[src/rtl/tse_pkg.sv]
// Shared types and constants for the Taylor series evaluator.
// No dependencies.
package tse_pkg;

  localparam int NUM_TERMS = 100;
  localparam int IDX_W     = 7;

  localparam logic [1:0] FN_SIN = 2'd0;
  localparam logic [1:0] FN_COS = 2'd1;
  localparam logic [1:0] FN_EXP = 2'd2;
  localparam logic [1:0] FN_LN  = 2'd3;

  localparam logic signed [63:0] SUM_MAX = 64'sh7FFF_FFFF_FFFF_FFFF;
  localparam logic signed [63:0] SUM_MIN = 64'sh8000_0000_0000_0000;

  typedef enum logic [3:0] {
    ST_IDLE, ST_MUL_A, ST_MUL_B, ST_MUL_C, ST_SMUL,
    ST_DIV_GO, ST_DIV_WAIT, ST_ACC, ST_DONE
  } state_t;

  // controller -> datapath
  typedef struct packed {
    logic load;
    logic mul_a;
    logic mul_b;
    logic mul_c;
    logic smul;
    logic div_go;
    logic div_take;
    logic acc;
  } ctl_t;

  // datapath -> controller
  typedef struct packed {
    logic [1:0] fn;
    logic       last;
    logic       div_done;
  } sts_t;

endpackage

[src/rtl/tse_ctrl.sv]
// Controller state machine: sequences multiply, divide and accumulate per term.
// Uses tse_pkg.
module tse_ctrl (
  input  logic          clk,
  input  logic          rst,
  input  logic          start,
  input  tse_pkg::sts_t sts,
  output tse_pkg::ctl_t ctl,
  output logic          busy,
  output logic          valid
);
  import tse_pkg::*;

  state_t state, state_next;
  logic   pass2, pass2_next;

  always_ff @(posedge clk) begin
    if (rst) begin
      state <= ST_IDLE;
      pass2 <= 1'b0;
    end else begin
      state <= state_next;
      pass2 <= pass2_next;
    end
  end

  always_comb begin
    state_next = state;
    pass2_next = pass2;
    ctl        = '0;
    busy       = 1'b1;
    valid      = 1'b0;
    case (state)
      ST_IDLE: begin
        busy = 1'b0;
        // load on the accepting edge itself
        if (start) begin
          ctl.load   = 1'b1;
          pass2_next = 1'b0;
          state_next = ST_MUL_A;
        end
      end
      ST_MUL_A: begin
        ctl.mul_a  = 1'b1;
        state_next = ST_MUL_B;
      end
      ST_MUL_B: begin
        ctl.mul_b  = 1'b1;
        state_next = ST_MUL_C;
      end
      ST_MUL_C: begin
        ctl.mul_c = 1'b1;
        if ((sts.fn == FN_SIN || sts.fn == FN_COS) && !pass2) begin
          pass2_next = 1'b1;
          state_next = ST_MUL_A;
        end else if (sts.fn == FN_LN) begin
          state_next = ST_SMUL;
        end else begin
          state_next = ST_DIV_GO;
        end
      end
      ST_SMUL: begin
        ctl.smul   = 1'b1;
        state_next = ST_DIV_GO;
      end
      ST_DIV_GO: begin
        ctl.div_go = 1'b1;
        state_next = ST_DIV_WAIT;
      end
      ST_DIV_WAIT: begin
        if (sts.div_done) begin
          ctl.div_take = 1'b1;
          state_next   = ST_ACC;
        end
      end
      ST_ACC: begin
        ctl.acc    = 1'b1;
        pass2_next = 1'b0;
        state_next = sts.last ? ST_DONE : ST_MUL_A;
      end
      ST_DONE: begin
        valid      = 1'b1;
        state_next = ST_IDLE;
      end
      default: state_next = ST_IDLE;
    endcase
  end

endmodule
[config.mk]
export PLATFORM = sky130hd
export DESIGN_NAME = tse_ctrl
export DESIGN_NICKNAME = d
export VERILOG_FILES = /design/src/rtl/tse_pkg.sv /design/src/rtl/tse_ctrl.sv
export SDC_FILE = /design/constraint.sdc
export NUM_CORES = 1
export LEC_CHECK = 0
export ABC_AREA = 0
export BUFFER_PORTS_ARGS = -buffer_cell sky130_fd_sc_hd__clkbuf_2
export CAP_MARGIN = 40
export CORE_AREA = 2 2 39 41
export CTS_BUF_LIST = sky130_fd_sc_hd__clkbuf_16
export DETAILED_ROUTE_END_ITERATION = 8
export DIE_AREA = 0 0 41 43
export PLACE_DENSITY = 0.52
export SETUP_SLACK_MARGIN = 0.15
export SLEW_MARGIN = 20
export SYNTH_ARGS = -nofsm -noshare
export SYNTH_HDL_FRONTEND = slang
export SYNTH_SLANG_ARGS = --single-unit
[constraint.sdc]
create_clock -name clk -period 1.3 [get_ports clk]
set_input_delay 0.26 -clock clk [delete_from_list [all_inputs] [get_ports clk]]
set_output_delay 0.26 -clock clk [all_outputs]
set_load 0.02 [all_outputs]
Yosys cells after proc, flatten, opt, wreduce, memory -nomap -nowiden. Cells that the tools add are included.

Equal/unequal tests: 13. Mux-type cells: 21. Reduce and logical (&&, ||, !) cells: 8.

Operators by type and width (number): 4-bit one-hot mux with 8 select lines (1); 4-bit by 3-bit == test with 1-bit output (second input constant) (4); 4-bit 2-to-1 mux (4); 1-bit 2-to-1 mux (15); 4-bit by 2-bit == test with 1-bit output (second input constant) (2); 2-bit != test (second input constant) (3); 4-bit by 1-bit == test with 1-bit output (second input constant) (1); 4-bit == test (second input constant) (1); 4-bit zero test (1); 1-bit one-hot mux with 3 select lines (1); 3-bit AND reduction (1); 3-bit nonzero test (1); 2-bit by 1-bit == test with 1-bit output (second input constant) (1); 2-bit == test (second input constant) (1); 2-bit zero test (1); 2-bit AND reduction (1); 1-bit logical AND (1); 1-bit zero test (1); 1-bit logical OR (1).

Register bits: 5. Bits of input ports: 7.

Depth between registers and ports, before layout. Gate-level depths: netlist of the first run.

Word-level depth: 5. Mapped depth: 4. Gate-level depth less buffers: 3.

Worst setup path before layout of the first run. No wires, ideal clock.

Path type: reg2out. From: register state[1]. To: output ctl[1] (netlist bit). Arrival: 1.174 ns. Data required time: 1.040 ns. Path slack: -0.134 ns. Stages on the path, launching flop included: 4. Cells stage by stage: dfxtp_1 > buf_2 > or2b_1 > nor3_1.

RTL lines: start: declaration (RTL line tse_ctrl.sv:14) `state_t state, state_next;`; start signal: assignment (RTL line tse_ctrl.sv:22) `state <= state_next;`; end: declaration (RTL line tse_ctrl.sv:8) `output tse_pkg::ctl_t ctl,`.

==> impl_results.md, run 1 <==
- Status: finished with violations
- Failing checks: negative setup slack
- Tmin final: 1440 ps
- Port Buf Inserts: 16
- CP required: 1040 ps
- Hold Path Cell Cnt: 2
- Worst Setup Path Type: register to output pin
- Post-Synthesis Cells: 42
- P_leak: 0.336 nW
- DR pass1 iterations: 4
- Clock buffer depth: 2
- H-tree depth: 1
- Commonest cells after routing, fill and taps aside: buf_4, clkbuf_2, buf_6
- Global-route wire length before repair: 1660 um
- Layout Utilization: 0.561
- Pins Over Slew Limit: 0
- Antenna diodes: 0
- Final setup violation count: 8
- Hold Crit Class: input pin to register
- Total gr overflow: 0
- WP data arrival: 1180 ps
- Max-cap violation count: 0
- Slew at the pin with the worst max-slew slack: 245 ps
- Boundary Pins: 17
- Core ar.: 0.00138 sq mm
- Worst-Skew Late Latency: 230 ps
- Distinct cell type count after synthesis: 21
- Placer Congestion: 0.718
- Chip height: 43 um
- Vias: 399
- Share of cells above drive strength 1: 0.732
- Final net count: 79
- Total track usage: 0.143
- Clk_skew: 1.82 ps
- Final ANT Viol Nets: 0
- Synthesis-to-layout area growth: 140%
- Clk pin slew, worst setup/hold paths: 40 ps
- Max Clk Rate: 0.694 GHz
- CTS tree: built
- Routed WL per cell: 11.9 um
- Worst r2r path cells: 5
- VDD IR max: 0.835 mV
- Post-DP HPWL: 699 um
- Pin count of the biggest net entering global routing: 7
- Hold slack: 227 ps
- Yosys reg bits: 5
- Final instance area: 776 sq um
- Clock root cell: clkbuf_16
- Crit-path max FO: 5
- Crit path setup slack, layout: -142 ps
- Synth warn: 0
- CTS Sinks: 5
- Antenna violations before repair: 0
- Die W: 41 um
- Post-synthesis sequential area ratio: 0.310
- Synth Cell Area: 323 sq um
- Leading cell type in the layout, fill and taps excluded: buf_4
- Final WL: 1040 um
- Pwr/cell area: 1210 mW/mm^2
- CP Capture Type: output pin
- Die ar.: 0.00176 sq mm
- # DRC: 0
- CTS Buf Count: 3
- Setup repair after global routing missed its margin: true
- Hold Fails Final Rpt: 0
- Total power: 938 uW
- Rows: 14
- Vias in the first global route: 400
- Startpoint types: register
- Hold-fix buffers at CTS: 0
- Post-DP Area: 479 sq um
- Post-DR vias/cell: 4.59
- Period utilisation layout: 1.11
- Synth Area per Inst: 7.69 sq um
- Syn nets: 49
- Rel. slew slack: 0.834
- Initial DRC Count: 4
- Fillers: 130
- Initial Utilization: 0.233
[synth_stat cells]
| library cell | count | area share |
|---|---|---|
| a21boi_0 | 1 | 0.023 |
| a21boi_1 | 1 | 0.023 |
| a31oi_1 | 2 | 0.039 |
| and3_1 | 2 | 0.039 |
| buf_2 | 2 | 0.031 |
| buf_4 | 1 | 0.023 |
| buf_6 | 1 | 0.035 |
| dfxtp_1 | 5 | 0.31 |
| inv_1 | 2 | 0.023 |
| nand2_1 | 4 | 0.046 |
| nand2b_4 | 1 | 0.043 |
| nand4_1 | 1 | 0.019 |
| nor2_1 | 6 | 0.070 |
| nor3_1 | 5 | 0.078 |
| nor4_1 | 1 | 0.019 |
| nor4b_1 | 1 | 0.027 |
| o2111ai_1 | 1 | 0.027 |
| o311ai_1 | 1 | 0.027 |
| or2b_1 | 2 | 0.046 |
| or3b_1 | 1 | 0.027 |
| or4_1 | 1 | 0.023 |
[sequential cells by signal (all words and copies together), names as in the netlist]
register / cells
pass2: 1
state: 4
[per-layer routing]
| metal | vias to the layer above | GRT usage | wire length, um |
|---|---|---|---|
| met3 | 2 | 0.0524 | 44 |
| li1 | 207 | - | - |
| met2 | 9 | 0.197 | 504 |
| met1 | 181 | 0.174 | 463 |
| met5 | - | 0 | 0 |
| met4 | 0 | 0.100 | 25 |
[worst max-delay path: stages (launching register included)]
cell      delay [ps]
dfxtp_4          360
or2b_4           300
nor3_4           120
clkbuf_8         170
[worst paths after layout]
check | from | end | slack [ps]
worst min-delay path | rst | state[3]$_SDFFE_PP0P_ | 230
worst max-delay path | state[1]$_SDFFE_PP0P_ | ctl[5] | -140
worst max register to register | state[3]$_SDFFE_PP0P_ | state[0]$_SDFFE_PP0P_ | -30
worst min register to register | state[2]$_SDFFE_PP0P_ | state[2]$_SDFFE_PP0P_ | 520
[power breakdown]
part / switching (mW) / total, mW / internal, mW
Sequential: 0.0145 / 0.176 / 0.162
Combinational: 0.115 / 0.250 / 0.135
Clock: 0.113 / 0.512 / 0.399
Total: 0.242 / 0.938 / 0.696
[cell type report]
class / count / area (sq um) / share of cell area
Clock inverter: 1 / 3.75 / 0.00484
Timing Repair Buffer: 29 / 270 / 0.348
Clock buffer: 3 / 75.1 / 0.0968
Sequential cell: 5 / 115 / 0.148
Tap cell: 16 / 20.0 / 0.0258
Multi-Input combinational cell: 31 / 284 / 0.366
Inverter: 2 / 7.51 / 0.00968
[through the flow]
step                      worst slack (ps)  std cells  setup TNS [ps]
after floorplan                       54.9         42               0
after global placement                51.0         76               0
after detailed placement              35.6         76               0
after CTS                             -137         84            -758
after global routing                  -168         87           -1060
final                                 -142         87            -690
[kinds of logic after synthesis]
family,Yosys count,synth area share
AO/OA/AOI/OAI,6,0.140
AND/OR/NAND/NOR,25,0.438
flip-flops,5,0.310
buffers and inverters,6,0.112
[what timing repair did]
| item | in CTS | in global routing |
|---|---|---|
| gates cloned | 0 | 0 |
| pin swaps | 5 | 4 |
| setup buffers | 4 | 3 |
| setup endpoints to repair | 11 | 11 |
| resized for setup | 33 | 16 |
(Power assumes the default switching activity.)
==> inputs of run 2 (changes only) <==
Settings changed: BUFFER_PORTS_ARGS -buffer_cell sky130_fd_sc_hd__clkbuf_2 to default, DONT_BUFFER_PORTS from default to 1, HOLD_SLACK_MARGIN from default to 0.03, PLACE_DENSITY 0.52 to 0.41.
==> impl_results.md, run 2 (same netlist as run 1, synthesis figures left out) <==
- Final ANT Viol Nets: 0
- Port Buf Inserts: 0
- Setup repair after global routing missed its margin: true
- Slew at the pin with the worst max-slew slack: 267 ps
- Global-route wire length before repair: 1490 um
- Core ar.: 0.00138 sq mm
- Total gr overflow: 0
- Clock root cell: clkbuf_16
- GR peak layer: met2
- GRT met3 Usage: 0.0419
- P_leak: 0.244 nW
- Post-DP Area: 414 sq um
- Die ar.: 0.00176 sq mm
- Startpoint types: register
- Largest reg by FF count: state
- Layout Utilization: 0.439
- Routed WL per cell: 14.0 um
- Share of cells above drive strength 1: 0.679
- Max Clk Rate: 0.713 GHz
- Rows: 14
- Pins Over Slew Limit: 0
- Rel. slew slack: 0.821
- Hold slack: 99.8 ps
- CTS Sinks: 5
- Biggest regs: state x4, pass2 x1
- Post-DR vias/cell: 4.99
- Clock buffer depth: 2
- Die W: 41 um
- Total track usage: 0.132
- Leading cell type in the layout, fill and taps excluded: buf_4
- Final setup violation count: 9
- Max-cap violation count: 0
- Final instance area: 607 sq um
- Global-route met1 utilization: 0.150
- Max reg flops: 4
- Met2 global-route usage: 0.184
- Antenna diodes: 0
- Period utilisation layout: 1.08
- WP data arrival: 1140 ps
- Finished Layout Cells: 72
- Hold Fails Final Rpt: 0
- Worst-Skew Late Latency: 230 ps
- Hold-fix buffers at CTS: 0
- CTS tree: built
- Chip height: 43 um
- Antenna violations before repair: 0
- Boundary Pins: 17
- Final net count: 64
- Initial Utilization: 0.233
- Tmin final: 1400 ps
- VDD IR max: 0.939 mV
- H-tree depth: 1
- Clk pin slew, worst setup/hold paths: 30 ps
- Status: finished with violations
- Total power: 860 uW
- Vias in the first global route: 350
- Failing checks: negative setup slack
- Placed Cells: 62
- CP Capture Type: output pin
- Synthesis-to-layout area growth: 88.0%
- # DRC: 0
- Pin count of the biggest net entering global routing: 8
- Clk_skew: 2.75 ps
- CTS Buf Count: 3
- Post-DP HPWL: 694 um
- Final TNS setup: -567 ps
- Crit-path max FO: 5
- CP required: 1040 ps
- Vias: 359
- Hold Crit Class: input pin to register
- Pwr/cell area: 1420 mW/mm^2
- Final WL: 1010 um
- Placer Congestion: 0.793
- Initial DRC Count: 4
- Crit path setup slack, layout: -102 ps
- DR pass1 iterations: 2
- Worst Setup Path Type: register to output pin
- Placement Setup Slack: 50.5 ps
-- run 2: cell types whose count changed in the layout (fill, tap and decap cells not counted), sizes merged --
| cell | before | now |
|---|---|---|
| buf | 20 | 14 |
| clkbuf | 12 | 3 |
-- run 2: area by class of cell --
cell class                      count  area, sq um
Clock buffer                        3         75.1
Clock inverter                      1         3.75
Fill cell                         134          777
Inverter                            2         7.51
Multi-Input combinational cell     31          283
Sequential cell                     5          113
Tap cell                           16         20.0
Timing Repair Buffer               14          105
-- run 2: routing by layer --
metal  part of all wire  wire length, um
met1               0.38              380
met2               0.50              500
met3              0.089               90
met4              0.035               35
met5                  0                0
-- run 2: critical path, cell delays in order, from the launching register on --
cell and delay [ps]:
dfxtp_4 360, or2b_4 290, nor3_2 100, buf_4 160
-- run 2: path summary, 6_finish.rpt --
path | startpoint | end | slack (ps) | depth (start not counted)
max | state[0]$_SDFFE_PP0P_ | ctl[6] | -100 | 3
min | rst | pass2$_SDFFE_PP0P_ | 100 | 1
max reg2reg | state[0]$_SDFFE_PP0P_ | state[0]$_SDFFE_PP0P_ | -30 | 5
min reg2reg | state[2]$_SDFFE_PP0P_ | state[2]$_SDFFE_PP0P_ | 550 | 2
-- run 2: power breakdown --
group | internal, mW | total [mW] | switching [mW]
Sequential | 0.164 | 0.179 | 0.0154
Combinational | 0.0862 | 0.179 | 0.0931
Clock | 0.398 | 0.501 | 0.103
-- run 2: timing repair --
| action | CTS | global route |
|---|---|---|
| hold endpoints to repair | 0 | 0 |
| buffers inserted | 4 | 2 |
| endpoints found under the setup margin | 12 | 12 |
| resized for setup | 16 | 5 |
| pin swaps | 4 | 5 |
